<file path="src/hdl/tnpd_pkg.sv">
// Shared types, register codes and constants for the two-nearest palette mapper.
`default_nettype none

package tnpd_pkg;

    // Fixed field widths.
    localparam int COMP_W  = 8;
    localparam int COLOR_W = 3 * COMP_W;
    localparam int IN_IDX_W = 5;
    localparam int OUT_IDX_W = 5;
    localparam int DIST_W  = 19;
    localparam int FRAC_W  = 9;
    localparam int PHASES_MAX = 4;

    // Divider widths: numerator times 256 and the shifted divisor.
    localparam int NUM_W = 19;
    localparam int DEN_W = 18;
    localparam int REM_W = 27;
    localparam int DIV_STEPS = 9;

    // Configuration register codes (word index on the APB port).
    localparam logic [1:0] CFG_ACTIVE_COLORS = 2'd0;
    localparam logic [1:0] CFG_PHASE_COUNT   = 2'd1;
    localparam logic [1:0] CFG_DEADBAND      = 2'd2;

    // Register reset values.
    localparam logic [5:0]  ACTIVE_RESET   = 6'd16;
    localparam logic [2:0]  PHASES_RESET   = 3'd1;
    localparam logic [18:0] DEADBAND_RESET = 19'd512;

    // Phase thresholds (2p+1)*256/(2*phases), row by phase count minus one.
    localparam logic [FRAC_W-1:0] PHASE_THR [PHASES_MAX][PHASES_MAX] = '{
        '{9'd128, 9'd0,   9'd0,   9'd0},
        '{9'd64,  9'd192, 9'd0,   9'd0},
        '{9'd42,  9'd128, 9'd213, 9'd0},
        '{9'd32,  9'd96,  9'd160, 9'd224}
    };

    typedef struct packed {
        logic [5:0]  active_colors;
        logic [2:0]  phase_count;
        logic [18:0] deadband;
    } cfg_t;

    typedef enum logic [3:0] {
        ST_IDLE,
        ST_SCAN,
        ST_DRAIN,
        ST_FETCH_A,
        ST_FETCH_B,
        ST_DIFF,
        ST_PROD,
        ST_SUM,
        ST_DIV,
        ST_FINISH
    } state_t;

    typedef enum logic [1:0] {
        RD_SCAN,
        RD_NEAR,
        RD_SECOND
    } rd_sel_t;

    typedef struct packed {
        logic    write_entry;
        logic    take_query;
        logic    rd_en;
        rd_sel_t rd_sel;
        logic    cap_a;
        logic    cap_diff;
        logic    cap_prod;
        logic    cap_sum;
        logic    div_step;
        logic    load_out;
    } cmd_t;

    typedef struct packed {
        logic scan_busy;
        logic solid;
    } stat_t;

    typedef struct packed {
        logic [OUT_IDX_W-1:0] nearest;
        logic [OUT_IDX_W-1:0] second;
        logic                 has_second;
        logic                 solid;
        logic [FRAC_W-1:0]    fraction;
        logic [OUT_IDX_W-1:0] phase_zero;
        logic [OUT_IDX_W-1:0] phase_one;
        logic [OUT_IDX_W-1:0] phase_two;
        logic [OUT_IDX_W-1:0] phase_three;
    } res_t;

endpackage

`default_nettype wire

</file>
<file path="src/hdl/tnpd_if.sv">
// Valid/ready channel interfaces for palette words in and mapping words out.
`default_nettype none

interface tnpd_in_if;
    logic       valid;
    logic       ready;
    logic       op;
    logic [4:0] entry_index;
    logic [7:0] red;
    logic [7:0] green;
    logic [7:0] blue;

    modport source (output valid, op, entry_index, red, green, blue, input ready);
    modport sink   (input valid, op, entry_index, red, green, blue, output ready);
endinterface

interface tnpd_out_if;
    logic       valid;
    logic       ready;
    logic [4:0] nearest;
    logic [4:0] second;
    logic       has_second;
    logic       solid;
    logic [8:0] fraction;
    logic [4:0] phase_zero;
    logic [4:0] phase_one;
    logic [4:0] phase_two;
    logic [4:0] phase_three;

    modport source (output valid, nearest, second, has_second, solid, fraction,
                    phase_zero, phase_one, phase_two, phase_three, input ready);
    modport sink   (input valid, nearest, second, has_second, solid, fraction,
                    phase_zero, phase_one, phase_two, phase_three, output ready);
endinterface

`default_nettype wire

</file>
<file path="src/hdl/tnpd_cfg_regs.sv">
// APB configuration registers: active entry count, phase count and deadband.
`default_nettype none

module tnpd_cfg_regs
(
    input  wire logic                clk,
    input  wire logic                rst_n,
    input  wire logic                psel,
    input  wire logic                penable,
    input  wire logic                pwrite,
    input  wire logic [3:0]          paddr,
    input  wire logic [31:0]         pwdata,
    output      logic [31:0]         prdata,
    output      logic                pready,
    output      tnpd_pkg::cfg_t      cfg
);

    tnpd_pkg::cfg_t cfg_reg;
    tnpd_pkg::cfg_t cfg_next;
    logic           wr_en;

    assign pready = 1'b1;
    assign wr_en  = psel && penable && pwrite;
    assign cfg    = cfg_reg;

    // Register write decode; an address beyond the list is ignored.
    always_comb
    begin
        cfg_next = cfg_reg;
        if (wr_en)
        begin
            case (paddr[3:2])
                tnpd_pkg::CFG_ACTIVE_COLORS: cfg_next.active_colors = pwdata[5:0];
                tnpd_pkg::CFG_PHASE_COUNT:   cfg_next.phase_count   = pwdata[2:0];
                tnpd_pkg::CFG_DEADBAND:      cfg_next.deadband      = pwdata[18:0];
                default:                     cfg_next = cfg_reg;
            endcase
        end
    end

    always_ff @(posedge clk or negedge rst_n)
    begin
        if (!rst_n)
        begin
            cfg_reg.active_colors <= tnpd_pkg::ACTIVE_RESET;
            cfg_reg.phase_count   <= tnpd_pkg::PHASES_RESET;
            cfg_reg.deadband      <= tnpd_pkg::DEADBAND_RESET;
        end
        else
        begin
            cfg_reg <= cfg_next;
        end
    end

    // Read back.
    always_comb
    begin
        case (paddr[3:2])
            tnpd_pkg::CFG_ACTIVE_COLORS: prdata = {26'd0, cfg_reg.active_colors};
            tnpd_pkg::CFG_PHASE_COUNT:   prdata = {29'd0, cfg_reg.phase_count};
            tnpd_pkg::CFG_DEADBAND:      prdata = {13'd0, cfg_reg.deadband};
            default:                     prdata = 32'd0;
        endcase
    end

endmodule

`default_nettype wire

</file>
<file path="src/hdl/tnpd_ctrl.sv">
// Sequencer: palette scan, operand fetch, projection and divide steps, output hand-off.
`default_nettype none

module tnpd_ctrl #(
    parameter int MAX_COLORS = 32
)
(
    input  wire logic                   clk,
    input  wire logic                   rst_n,
    input  wire logic                   in_valid,
    input  wire logic                   in_op,
    input  wire logic                   out_ready,
    input  wire logic [5:0]             active_colors,
    input  wire tnpd_pkg::stat_t        stat,
    output      tnpd_pkg::cmd_t         cmd,
    output      logic [$clog2(MAX_COLORS)-1:0] scan_addr,
    output      logic                   in_ready,
    output      logic                   out_valid
);

    localparam int IDX_W = $clog2(MAX_COLORS);
    localparam int CNT_W = $clog2(MAX_COLORS + 1);

    tnpd_pkg::state_t state_reg;
    tnpd_pkg::state_t state_next;
    logic [CNT_W-1:0] cnt_reg;
    logic [CNT_W-1:0] cnt_next;
    logic [3:0]       div_cnt_reg;
    logic [3:0]       div_cnt_next;
    logic             out_valid_reg;
    logic             out_valid_next;
    logic [8:0]       n_wide;
    logic [CNT_W-1:0] n_last;
    logic             accept;
    logic             out_free;

    // Entry count, with zero taken as one and saturation at the store depth.
    always_comb
    begin
        if (active_colors == 6'd0)
        begin
            n_wide = 9'd1;
        end
        else if (9'(active_colors) > 9'(MAX_COLORS))
        begin
            n_wide = 9'(MAX_COLORS);
        end
        else
        begin
            n_wide = 9'(active_colors);
        end
    end

    assign n_last    = CNT_W'(n_wide - 9'd1);
    assign in_ready  = (state_reg == tnpd_pkg::ST_IDLE);
    assign accept    = in_valid && in_ready;
    assign out_free  = !out_valid_reg || out_ready;
    assign out_valid = out_valid_reg;
    assign scan_addr = cnt_reg[IDX_W-1:0];

    // Next state.
    always_comb
    begin
        state_next = state_reg;
        case (state_reg)
            tnpd_pkg::ST_IDLE:
            begin
                if (accept && in_op)
                begin
                    state_next = tnpd_pkg::ST_SCAN;
                end
            end
            tnpd_pkg::ST_SCAN:
            begin
                if (cnt_reg == n_last)
                begin
                    state_next = tnpd_pkg::ST_DRAIN;
                end
            end
            tnpd_pkg::ST_DRAIN:
            begin
                if (!stat.scan_busy)
                begin
                    state_next = stat.solid ? tnpd_pkg::ST_FINISH : tnpd_pkg::ST_FETCH_A;
                end
            end
            tnpd_pkg::ST_FETCH_A: state_next = tnpd_pkg::ST_FETCH_B;
            tnpd_pkg::ST_FETCH_B: state_next = tnpd_pkg::ST_DIFF;
            tnpd_pkg::ST_DIFF:    state_next = tnpd_pkg::ST_PROD;
            tnpd_pkg::ST_PROD:    state_next = tnpd_pkg::ST_SUM;
            tnpd_pkg::ST_SUM:     state_next = tnpd_pkg::ST_DIV;
            tnpd_pkg::ST_DIV:
            begin
                if (div_cnt_reg == 4'(tnpd_pkg::DIV_STEPS - 1))
                begin
                    state_next = tnpd_pkg::ST_FINISH;
                end
            end
            tnpd_pkg::ST_FINISH:
            begin
                if (out_free)
                begin
                    state_next = tnpd_pkg::ST_IDLE;
                end
            end
            default: state_next = tnpd_pkg::ST_IDLE;
        endcase
    end

    // Commands and counters.
    always_comb
    begin
        cmd            = '0;
        cmd.rd_sel     = tnpd_pkg::RD_SCAN;
        cnt_next       = cnt_reg;
        div_cnt_next   = div_cnt_reg;
        out_valid_next = out_valid_reg && !out_ready;
        case (state_reg)
            tnpd_pkg::ST_IDLE:
            begin
                cmd.write_entry = accept && !in_op;
                cmd.take_query  = accept && in_op;
                cnt_next        = '0;
            end
            tnpd_pkg::ST_SCAN:
            begin
                cmd.rd_en  = 1'b1;
                cmd.rd_sel = tnpd_pkg::RD_SCAN;
                cnt_next   = cnt_reg + CNT_W'(1);
            end
            tnpd_pkg::ST_FETCH_A:
            begin
                cmd.rd_en  = 1'b1;
                cmd.rd_sel = tnpd_pkg::RD_NEAR;
            end
            tnpd_pkg::ST_FETCH_B:
            begin
                cmd.rd_en  = 1'b1;
                cmd.rd_sel = tnpd_pkg::RD_SECOND;
                cmd.cap_a  = 1'b1;
            end
            tnpd_pkg::ST_DIFF: cmd.cap_diff = 1'b1;
            tnpd_pkg::ST_PROD: cmd.cap_prod = 1'b1;
            tnpd_pkg::ST_SUM:
            begin
                cmd.cap_sum  = 1'b1;
                div_cnt_next = 4'd0;
            end
            tnpd_pkg::ST_DIV:
            begin
                cmd.div_step = 1'b1;
                div_cnt_next = div_cnt_reg + 4'd1;
            end
            tnpd_pkg::ST_FINISH:
            begin
                if (out_free)
                begin
                    cmd.load_out   = 1'b1;
                    out_valid_next = 1'b1;
                end
            end
            default: cmd = '0;
        endcase
    end

    always_ff @(posedge clk or negedge rst_n)
    begin
        if (!rst_n)
        begin
            state_reg     <= tnpd_pkg::ST_IDLE;
            cnt_reg       <= '0;
            div_cnt_reg   <= 4'd0;
            out_valid_reg <= 1'b0;
        end
        else
        begin
            state_reg     <= state_next;
            cnt_reg       <= cnt_next;
            div_cnt_reg   <= div_cnt_next;
            out_valid_reg <= out_valid_next;
        end
    end

endmodule

`default_nettype wire

</file>
<file path="src/hdl/tnpd_datapath.sv">
// Palette memory, distance pipeline, two-best tracker, projection and restoring divider.
`default_nettype none

module tnpd_datapath #(
    parameter int MAX_COLORS = 32
)
(
    input  wire logic                          clk,
    input  wire logic                          rst_n,
    input  wire tnpd_pkg::cmd_t                cmd,
    input  wire logic [$clog2(MAX_COLORS)-1:0] scan_addr,
    input  wire logic [4:0]                    entry_index,
    input  wire logic [7:0]                    red,
    input  wire logic [7:0]                    green,
    input  wire logic [7:0]                    blue,
    input  wire tnpd_pkg::cfg_t                cfg,
    output      tnpd_pkg::stat_t               stat,
    output      tnpd_pkg::res_t                res
);

    localparam int IDX_W = $clog2(MAX_COLORS);
    localparam int CW    = tnpd_pkg::COMP_W;

    // Palette store and its registered read port.
    logic [tnpd_pkg::COLOR_W-1:0] mem [MAX_COLORS];
    logic [tnpd_pkg::COLOR_W-1:0] rd_data_reg;
    logic [IDX_W-1:0]             rd_addr;
    logic                         wr_ok;

    logic [tnpd_pkg::COLOR_W-1:0] col_reg;
    logic [tnpd_pkg::COLOR_W-1:0] a_reg;

    // Scan pipeline.
    logic                         s1_vld_reg;
    logic [IDX_W-1:0]             s1_idx_reg;
    logic                         s2_vld_reg;
    logic [IDX_W-1:0]             s2_idx_reg;
    logic [15:0]                  sq_reg [3];
    logic signed [CW:0]           dq [3];
    logic signed [2*CW+1:0]       sq_prod [3];
    logic [tnpd_pkg::DIST_W-1:0]  dist_c;

    // Two best entries.
    logic [IDX_W-1:0]             i0_reg;
    logic [IDX_W-1:0]             i1_reg;
    logic [tnpd_pkg::DIST_W-1:0]  d0_reg;
    logic [tnpd_pkg::DIST_W-1:0]  d1_reg;
    logic                         have1_reg;

    // Projection and divider.
    logic signed [CW:0]           ea_c [3];
    logic signed [CW:0]           eb_c [3];
    logic signed [CW:0]           ea_reg [3];
    logic signed [CW:0]           eb_reg [3];
    logic signed [2*CW+1:0]       pn_reg [3];
    logic signed [2*CW+1:0]       pd_reg [3];
    logic signed [tnpd_pkg::NUM_W-1:0] num_c;
    logic [tnpd_pkg::DEN_W-1:0]   den_c;
    logic                         num_pos_c;
    logic                         num_pos_reg;
    logic                         sat_reg;
    logic [tnpd_pkg::REM_W-1:0]   rem_reg;
    logic [tnpd_pkg::REM_W-1:0]   dsh_reg;
    logic [tnpd_pkg::FRAC_W-1:0]  q_reg;
    logic [tnpd_pkg::FRAC_W-1:0]  t_c;

    logic [2:0]                   nph;
    logic [1:0]                   nph_row;
    logic                         solid_c;
    logic [IDX_W-1:0]             ph_c [tnpd_pkg::PHASES_MAX];

    assign wr_ok = (9'(entry_index) < 9'(MAX_COLORS));

    always_comb
    begin
        case (cmd.rd_sel)
            tnpd_pkg::RD_SCAN:   rd_addr = scan_addr;
            tnpd_pkg::RD_NEAR:   rd_addr = i0_reg;
            tnpd_pkg::RD_SECOND: rd_addr = i1_reg;
            default:             rd_addr = scan_addr;
        endcase
    end

    always_ff @(posedge clk)
    begin
        if (cmd.write_entry && wr_ok)
        begin
            mem[IDX_W'(entry_index)] <= {red, green, blue};
        end
        if (cmd.rd_en)
        begin
            rd_data_reg <= mem[rd_addr];
        end
    end

    // Query colour and operand capture.
    always_ff @(posedge clk)
    begin
        if (cmd.take_query)
        begin
            col_reg <= {red, green, blue};
        end
        if (cmd.cap_a)
        begin
            a_reg <= rd_data_reg;
        end
    end

    // Stage valid bits for the scan pipeline.
    always_ff @(posedge clk or negedge rst_n)
    begin
        if (!rst_n)
        begin
            s1_vld_reg <= 1'b0;
            s2_vld_reg <= 1'b0;
        end
        else
        begin
            s1_vld_reg <= cmd.rd_en && (cmd.rd_sel == tnpd_pkg::RD_SCAN);
            s2_vld_reg <= s1_vld_reg;
        end
    end

    // Per-channel differences and squares of the entry just read.
    always_comb
    begin
        for (int k = 0; k < 3; k++)
        begin
            dq[k] = $signed({1'b0, col_reg[(2-k)*CW +: CW]})
                  - $signed({1'b0, rd_data_reg[(2-k)*CW +: CW]});
            sq_prod[k] = dq[k] * dq[k];
        end
    end

    always_ff @(posedge clk)
    begin
        s1_idx_reg <= rd_addr;
        s2_idx_reg <= s1_idx_reg;
        for (int k = 0; k < 3; k++)
        begin
            sq_reg[k] <= sq_prod[k][15:0];
        end
    end

    // Weighted distance 2*r^2 + 5*g^2 + b^2.
    assign dist_c = (tnpd_pkg::DIST_W'(sq_reg[0]) << 1)
                  + (tnpd_pkg::DIST_W'(sq_reg[1]) << 2)
                  + tnpd_pkg::DIST_W'(sq_reg[1])
                  + tnpd_pkg::DIST_W'(sq_reg[2]);

    // Nearest and second nearest; a tie keeps the lower index.
    always_ff @(posedge clk)
    begin
        if (s2_vld_reg)
        begin
            if (s2_idx_reg == '0)
            begin
                d0_reg    <= dist_c;
                i0_reg    <= '0;
                i1_reg    <= '0;
                have1_reg <= 1'b0;
            end
            else if (dist_c < d0_reg)
            begin
                i1_reg    <= i0_reg;
                d1_reg    <= d0_reg;
                have1_reg <= 1'b1;
                i0_reg    <= s2_idx_reg;
                d0_reg    <= dist_c;
            end
            else if (!have1_reg || (dist_c < d1_reg))
            begin
                i1_reg    <= s2_idx_reg;
                d1_reg    <= dist_c;
                have1_reg <= 1'b1;
            end
        end
    end

    // Effective phase count and the solid decision.
    always_comb
    begin
        if (cfg.phase_count == 3'd0)
        begin
            nph = 3'd1;
        end
        else if (cfg.phase_count > 3'(tnpd_pkg::PHASES_MAX))
        begin
            nph = 3'(tnpd_pkg::PHASES_MAX);
        end
        else
        begin
            nph = cfg.phase_count;
        end
    end

    assign nph_row = 2'(nph - 3'd1);
    assign solid_c = (nph == 3'd1) || !have1_reg || (d0_reg <= cfg.deadband);

    assign stat.scan_busy = s1_vld_reg || s2_vld_reg;
    assign stat.solid     = solid_c;

    // Offsets of the query and of the second entry from the nearest entry.
    always_comb
    begin
        for (int k = 0; k < 3; k++)
        begin
            ea_c[k] = $signed({1'b0, col_reg[(2-k)*CW +: CW]})
                    - $signed({1'b0, a_reg[(2-k)*CW +: CW]});
            eb_c[k] = $signed({1'b0, rd_data_reg[(2-k)*CW +: CW]})
                    - $signed({1'b0, a_reg[(2-k)*CW +: CW]});
        end
    end

    always_ff @(posedge clk)
    begin
        for (int k = 0; k < 3; k++)
        begin
            if (cmd.cap_diff)
            begin
                ea_reg[k] <= ea_c[k];
                eb_reg[k] <= eb_c[k];
            end
            if (cmd.cap_prod)
            begin
                pn_reg[k] <= ea_reg[k] * eb_reg[k];
                pd_reg[k] <= eb_reg[k] * eb_reg[k];
            end
        end
    end

    // Dot product and squared length, then the divider set-up.
    assign num_c = tnpd_pkg::NUM_W'(pn_reg[0]) + tnpd_pkg::NUM_W'(pn_reg[1])
                 + tnpd_pkg::NUM_W'(pn_reg[2]);
    assign den_c = tnpd_pkg::DEN_W'(pd_reg[0][15:0]) + tnpd_pkg::DEN_W'(pd_reg[1][15:0])
                 + tnpd_pkg::DEN_W'(pd_reg[2][15:0]);
    assign num_pos_c = !num_c[tnpd_pkg::NUM_W-1] && (num_c != '0);

    // Restoring divide of num*256 by den, one quotient bit a step.
    always_ff @(posedge clk)
    begin
        if (cmd.cap_sum)
        begin
            num_pos_reg <= num_pos_c;
            sat_reg     <= num_pos_c
                        && ({1'b0, num_c[tnpd_pkg::NUM_W-2:0]} >= {den_c, 1'b0});
            rem_reg     <= num_pos_c ? {1'b0, num_c[tnpd_pkg::NUM_W-2:0], 8'd0} : '0;
            dsh_reg     <= {1'b0, den_c, 8'd0};
            q_reg       <= '0;
        end
        else if (cmd.div_step)
        begin
            if (rem_reg >= dsh_reg)
            begin
                rem_reg <= rem_reg - dsh_reg;
                q_reg   <= {q_reg[tnpd_pkg::FRAC_W-2:0], 1'b1};
            end
            else
            begin
                q_reg   <= {q_reg[tnpd_pkg::FRAC_W-2:0], 1'b0};
            end
            dsh_reg <= dsh_reg >> 1;
        end
    end

    // Clamped fraction and per-phase choice.
    always_comb
    begin
        if (solid_c || !num_pos_reg)
        begin
            t_c = '0;
        end
        else if (sat_reg || (q_reg > 9'd256))
        begin
            t_c = 9'd256;
        end
        else
        begin
            t_c = q_reg;
        end
        for (int p = 0; p < tnpd_pkg::PHASES_MAX; p++)
        begin
            if (!solid_c && (3'(p) < nph) && (t_c > tnpd_pkg::PHASE_THR[nph_row][p]))
            begin
                ph_c[p] = i1_reg;
            end
            else
            begin
                ph_c[p] = i0_reg;
            end
        end
    end

    // Output word register.
    always_ff @(posedge clk)
    begin
        if (cmd.load_out)
        begin
            res.nearest     <= tnpd_pkg::OUT_IDX_W'(i0_reg);
            res.second      <= have1_reg ? tnpd_pkg::OUT_IDX_W'(i1_reg) : '0;
            res.has_second  <= have1_reg;
            res.solid       <= solid_c;
            res.fraction    <= t_c;
            res.phase_zero  <= tnpd_pkg::OUT_IDX_W'(ph_c[0]);
            res.phase_one   <= tnpd_pkg::OUT_IDX_W'(ph_c[1]);
            res.phase_two   <= tnpd_pkg::OUT_IDX_W'(ph_c[2]);
            res.phase_three <= tnpd_pkg::OUT_IDX_W'(ph_c[3]);
        end
    end

endmodule

`default_nettype wire

</file>
<file path="src/hdl/two_nearest_palette_dither_mapper.sv">
// Top level of the two-nearest palette dither mapper.
//
//  Channel   Dir  Handshake                 Carries
//  pix_in    in   valid/ready               op, entry_index, red, green, blue
//  map_out   out  valid/ready               nearest, second, has_second, solid,
//                                           fraction, phase_zero..phase_three
//  APB       in   psel/penable, pready=1    active_colors, phase_count, deadband
//
// A palette write word is taken without leaving the idle state, and writes may follow back to back.
// A query occupies the block from accept until its result is loaded: the scan reads
// the palette memory one entry per cycle through its single read port, n being the
// searched entry count, and an answer that is not solid adds a nine-step restoring
// divider. A finished word waits in the output register; the
// sequencer holds in its final state only while that register is still occupied.
// Reset restores the register defaults; palette entries hold no reset value.
`default_nettype none

module two_nearest_palette_dither_mapper #(
    parameter int MAX_COLORS = 32
)
(
    input  wire logic         clk,
    input  wire logic         rst_n,
    tnpd_in_if.sink           pix_in,
    tnpd_out_if.source        map_out,
    input  wire logic         psel,
    input  wire logic         penable,
    input  wire logic         pwrite,
    input  wire logic [3:0]   paddr,
    input  wire logic [31:0]  pwdata,
    output      logic [31:0]  prdata,
    output      logic         pready
);

    localparam int IDX_W = $clog2(MAX_COLORS);

    tnpd_pkg::cfg_t  cfg;
    tnpd_pkg::cmd_t  cmd;
    tnpd_pkg::stat_t stat;
    tnpd_pkg::res_t  res;
    logic [IDX_W-1:0] scan_addr;
    logic             in_ready;
    logic             out_valid;

    tnpd_cfg_regs u_cfg_regs
    (
        .clk     (clk),
        .rst_n   (rst_n),
        .psel    (psel),
        .penable (penable),
        .pwrite  (pwrite),
        .paddr   (paddr),
        .pwdata  (pwdata),
        .prdata  (prdata),
        .pready  (pready),
        .cfg     (cfg)
    );

    tnpd_ctrl #(
        .MAX_COLORS (MAX_COLORS)
    ) u_ctrl
    (
        .clk           (clk),
        .rst_n         (rst_n),
        .in_valid      (pix_in.valid),
        .in_op         (pix_in.op),
        .out_ready     (map_out.ready),
        .active_colors (cfg.active_colors),
        .stat          (stat),
        .cmd           (cmd),
        .scan_addr     (scan_addr),
        .in_ready      (in_ready),
        .out_valid     (out_valid)
    );

    tnpd_datapath #(
        .MAX_COLORS (MAX_COLORS)
    ) u_datapath
    (
        .clk         (clk),
        .rst_n       (rst_n),
        .cmd         (cmd),
        .scan_addr   (scan_addr),
        .entry_index (pix_in.entry_index),
        .red         (pix_in.red),
        .green       (pix_in.green),
        .blue        (pix_in.blue),
        .cfg         (cfg),
        .stat        (stat),
        .res         (res)
    );

    // Channel wiring.
    assign pix_in.ready        = in_ready;
    assign map_out.valid       = out_valid;
    assign map_out.nearest     = res.nearest;
    assign map_out.second      = res.second;
    assign map_out.has_second  = res.has_second;
    assign map_out.solid       = res.solid;
    assign map_out.fraction    = res.fraction;
    assign map_out.phase_zero  = res.phase_zero;
    assign map_out.phase_one   = res.phase_one;
    assign map_out.phase_two   = res.phase_two;
    assign map_out.phase_three = res.phase_three;

endmodule

`default_nettype wire

</file>
<file path="src/flat_wrapper.sv">
// flat-port wrapper written by rule: the top's interface ports become plain ports
module two_nearest_palette_dither_mapper_flat 
#(
    parameter int MAX_COLORS = 32
)
  (clk, rst_n, psel, penable, pwrite, paddr, pwdata, prdata, pready, pix_in_valid, pix_in_op, pix_in_entry_index, pix_in_red, pix_in_green, pix_in_blue, pix_in_ready, map_out_valid, map_out_nearest, map_out_second, map_out_has_second, map_out_solid, map_out_fraction, map_out_phase_zero, map_out_phase_one, map_out_phase_two, map_out_phase_three, map_out_ready);
  tnpd_in_if pix_in_i ();
  tnpd_out_if map_out_i ();
  input  wire logic clk;
  input  wire logic rst_n;
  input  wire logic psel;
  input  wire logic penable;
  input  wire logic pwrite;
  input  wire logic [3:0] paddr;
  input  wire logic [31:0] pwdata;
  output      logic [31:0] prdata;
  output      logic pready;
  input wire logic [$bits(pix_in_i.valid)-1:0] pix_in_valid;
  input wire logic [$bits(pix_in_i.op)-1:0] pix_in_op;
  input wire logic [$bits(pix_in_i.entry_index)-1:0] pix_in_entry_index;
  input wire logic [$bits(pix_in_i.red)-1:0] pix_in_red;
  input wire logic [$bits(pix_in_i.green)-1:0] pix_in_green;
  input wire logic [$bits(pix_in_i.blue)-1:0] pix_in_blue;
  output wire logic [$bits(pix_in_i.ready)-1:0] pix_in_ready;
  output wire logic [$bits(map_out_i.valid)-1:0] map_out_valid;
  output wire logic [$bits(map_out_i.nearest)-1:0] map_out_nearest;
  output wire logic [$bits(map_out_i.second)-1:0] map_out_second;
  output wire logic [$bits(map_out_i.has_second)-1:0] map_out_has_second;
  output wire logic [$bits(map_out_i.solid)-1:0] map_out_solid;
  output wire logic [$bits(map_out_i.fraction)-1:0] map_out_fraction;
  output wire logic [$bits(map_out_i.phase_zero)-1:0] map_out_phase_zero;
  output wire logic [$bits(map_out_i.phase_one)-1:0] map_out_phase_one;
  output wire logic [$bits(map_out_i.phase_two)-1:0] map_out_phase_two;
  output wire logic [$bits(map_out_i.phase_three)-1:0] map_out_phase_three;
  input wire logic [$bits(map_out_i.ready)-1:0] map_out_ready;
  assign pix_in_i.valid = pix_in_valid;
  assign pix_in_i.op = pix_in_op;
  assign pix_in_i.entry_index = pix_in_entry_index;
  assign pix_in_i.red = pix_in_red;
  assign pix_in_i.green = pix_in_green;
  assign pix_in_i.blue = pix_in_blue;
  assign pix_in_ready = pix_in_i.ready;
  assign map_out_valid = map_out_i.valid;
  assign map_out_nearest = map_out_i.nearest;
  assign map_out_second = map_out_i.second;
  assign map_out_has_second = map_out_i.has_second;
  assign map_out_solid = map_out_i.solid;
  assign map_out_fraction = map_out_i.fraction;
  assign map_out_phase_zero = map_out_i.phase_zero;
  assign map_out_phase_one = map_out_i.phase_one;
  assign map_out_phase_two = map_out_i.phase_two;
  assign map_out_phase_three = map_out_i.phase_three;
  assign map_out_i.ready = map_out_ready;
  two_nearest_palette_dither_mapper #(.MAX_COLORS(MAX_COLORS)) u_core (.clk(clk), .rst_n(rst_n), .pix_in(pix_in_i), .map_out(map_out_i), .psel(psel), .penable(penable), .pwrite(pwrite), .paddr(paddr), .pwdata(pwdata), .prdata(prdata), .pready(pready));
endmodule
</file>
<file path="config.mk">
export PLATFORM = sky130hd
export DESIGN_NAME = two_nearest_palette_dither_mapper_flat
export DESIGN_NICKNAME = d
export VERILOG_FILES = /design/src/hdl/tnpd_pkg.sv /design/src/hdl/tnpd_if.sv /design/src/hdl/tnpd_cfg_regs.sv /design/src/hdl/tnpd_ctrl.sv /design/src/hdl/tnpd_datapath.sv /design/src/hdl/two_nearest_palette_dither_mapper.sv /design/src/flat_wrapper.sv
export SDC_FILE = /design/constraint.sdc
export NUM_CORES = 2
export LEC_CHECK = 0
export ABC_AREA = 1
export BUFFER_PORTS_ARGS = -buffer_cell sky130_fd_sc_hd__buf_4
export CORE_ASPECT_RATIO = 0.9
export CORE_MARGIN = 2
export CORE_UTILIZATION = 55
export CTS_BUF_LIST = sky130_fd_sc_hd__clkbuf_8
export CTS_CLUSTER_DIAMETER = 50
export CTS_CLUSTER_SIZE = 28
export DETAILED_ROUTE_END_ITERATION = 10
export PLACE_DENSITY_LB_ADDON = 0.3
export SYNTH_ARGS = -nofsm -noshare
export SYNTH_HDL_FRONTEND = slang
export SYNTH_SLANG_ARGS = --single-unit
</file>
<file path="constraint.sdc">
create_clock -name clk -period 8.08 [get_ports clk]
set_input_delay 1.616 -clock clk [delete_from_list [all_inputs] [get_ports clk]]
set_output_delay 1.616 -clock clk [all_outputs]
set_load 0.02 [all_outputs]
</file>
==> impl_metrics.csv <==
group,metric,value,unit
global_route,grt_first_pass_wirelength,281,mm
place,dp_hpwl,125,mm
min_path,worst_hold_path.num_cells,0,
timing,finalClockSkew,0.126,ns
worst_setup_path,slowest_delay,0.53,ns
floorplan,core,146000,sq um
timing,slew_violations,0,
worst_setup_path,cp_top_family,"adder cells",
route,drcViolationCount,0,
place,port-buffer-count,119,
synthesis,synthArstFlopShare,3.61,%
clocking,cts-buffers-inserted,105,
synthesis,synth_most_common_cell,"inv_1",
global_route,grt-ovfl-total,0,
clocking,cts_max_level,3,
final_layout,seqCellArea,36500,sq um
final_layout,multiInputGateArea,37800,sq um
floorplan,die_x,407,microns
synthesis,ys_ff_latch,1247,
floorplan,rows,133,
timing,finalHoldViolations,0,
timing,fmaxAchievable,146,MHz
final_layout,largest_reg_flops,768,
worst_setup_path,arrival,7.60,ns
clocking,cts_root_buffer,"clkbuf_8",
synthesis,syn_area,80300,sq um
synthesis,yosys-top-cells-area,"edfxtp_1 (42%), fa_1 (15%), ha_1 (8.9%)",
clocking,postCtsHoldBufs,0,
timing,tns,0,ns
route,wire_per_inst,18.3,microns
synthesis,yosys_warnings,0,
route,dr.pass1.iters,6,
timing,slew_headroom,19.6,%
worst_setup_path,cp_data_required_time,8.84,ns
timing,period_minus_slack,6.84,ns
worst_setup_path,critPathCaptureType,"flop",
global_route,first_global_vias,53200,
global_route,antenna_found_initial,6,
clocking,cts_tree,"done",
synthesis,synth_edf_count,1130,
min_path,hp-class,"flop to flop",
worst_setup_path,rr_worst_depth,33,
clocking,path_clk_slew,0.10,ns
synthesis,syn-instance-count,7510,
floorplan,ioPinCount,149,
synthesis,synth_cell_types,65,
route,via_per_inst,5.47,
final_layout,fillers,11800,
place,place.gp.congestion,0.904,
clocking,cts_resized,0,
min_path,hold_start,"u_core.u_datapath.s1_vld_reg",
clocking,cts_setup_buffers,0,
clocking,clock_latency,0.94,ns
route,first_iter_violations,4411,
floorplan,fp.dieH,367,microns
worst_setup_path,critical_path_class,"flop to flop",
floorplan,dieArea,149000,sq um
final_layout,syn_to_final_growth,6.87,%
flow_run,maxCapViolations,0,
floorplan,start_util,55.2,%
worst_setup_path,r2r_end,"u_core.u_datapath.sq_reg[0][15]",
route,postRouteAntennaNets,0,
timing,tightest_slew,1.21,ns
timing,finalSetupViolations,0,
synthesis,synth.top_cell.area_share,42.2,%
outcome,outcome,"complete, no violations",
min_path,hold_end,"u_core.u_datapath.s2_vld_reg",
timing,rsz0062_at_grt,"no",
worst_setup_path,reg2reg_setup_slack,1.24,ns
final_layout,layout.nets,8772,
worst_setup_path,path_max_fanout,8,
synthesis,avgSynthCellArea,10.7,sq um
worst_setup_path,setup.worst_path.start_class,"flop",
synthesis,synth_common_cells,"inv_1 (1336), edfxtp_1 (1130), nand2_1 (1036)",
route,vias,52400,
synthesis,ys_seq_area_share,45.4,%
clocking,clockBufferDepth,3,
timing,finalCritPeriodShare,84.6,%
worst_setup_path,timing.critical_path.buf_inv,8,
global_route,track_usage,23.7,%
final_layout,drive_gt1_share,6.96,%
worst_setup_path,crit_slowest_cell,"fa_1",
clocking,cts.sinks,1247,
synthesis,synth_top_area_cell,"edfxtp_1",
route,wl,176,mm
synthesis,ys.flop_type,"edfxtp_1",
worst_setup_path,worst_path_most_repeated_cell,"nand2_1",
global_route,grt_max_degree,196,
worst_setup_path,r2r_start,"u_core.u_datapath.col_reg[16]",
[cell usage in the layout (no fill, tap or decap), drive strengths merged, types with 13 or more instances in the layout]
cell,Yosys,final
xor2,164,164
nand3,247,247
o21bai,13,13
xnor2,103,103
edfxtp,1130,1130
clkbuf,163,106
and2,29,29
nand2,1046,1046
ha,574,574
nor3,33,33
inv,1345,1398
clkinv,4,30
conb,2,18
nor2,523,523
or2,80,80
dfxtp,72,72
fa,588,588
o21ai,375,375
o221ai,174,174
mux2i,144,144
a21o,18,18
nand4,53,53
dfrtp,42,42
o22ai,33,33
o311ai,24,24
buf,111,178
a21oi,344,344
[routing by layer]
metal  vias to the layer above  global-route usage (%)  wire (microns)  part of all wire, %
met2                      1542                    39.8           85200                   49
met1                     25700                    32.7           75800                   43
met3                       264                    3.03            9910                  5.6
met4                         0                    6.45            4740                  2.7
li1                      25000                       -               -                    -
met5                         -                       0               0                    0
[cells by family (layout without fill, tap and decap cells)]
group	after synthesis	count (layout)	synth area share (%)
compound gates	1030	1030	7.71
xor+xnor	267	267	2.92
fa+ha+maj	1162	1162	23.6
buf+inv	1623	1727	7.89
flops	1247	1247	45.4
mux	144	144	1.79
other cells	2	20	0.00935
simple gates	2035	2035	10.7
[worst max path at each step]
stage	startpoint	end	slack (ns)	cells after the start
floorplan	u_core.u_datapath.col_reg[16]	u_core.u_datapath.sq_reg[0][15]	2.04	33
global placement	u_core.u_datapath.col_reg[16]	u_core.u_datapath.sq_reg[0][15]	1.41	33
detailed placement	u_core.u_datapath.col_reg[16]	u_core.u_datapath.sq_reg[0][15]	1.30	33
CTS	u_core.u_datapath.col_reg[16]	u_core.u_datapath.sq_reg[0][15]	1.27	33
global route	u_core.u_datapath.col_reg[16]	u_core.u_datapath.sq_reg[0][15]	0.82	33
finish	u_core.u_datapath.col_reg[16]	u_core.u_datapath.sq_reg[0][15]	1.24	33
[cell type report]
cell class	instances	area share (%)
Timing Repair Buffer	178	1.60
Sequential cell	1247	42.5
Clock inverter	94	1.42
Clock buffer	106	1.70
Multi-Input combinational cell	4656	44.0
Inverter	1349	5.91
Antenna cell	2	0.00583
Tap cell	1957	2.85
[metrics by stage]
step	utilization (%)	instances	hold WS [ns]	setup slack [ns]	instance area, sq um
global placement	57.1	9387	0.361	1.41	83200
CTS	59.0	9587	0.391	1.27	85900
global route	59.0	9589	0.400	0.821	85900
floorplan	-	7526	0.310	2.04	80400
finish	59.0	9589	0.391	1.24	85900
detailed placement	57.1	9387	0.366	1.30	83200
Power is not shown: default switching activity piles up to over one toggle a cycle in this logic, so the estimate is an artifact.
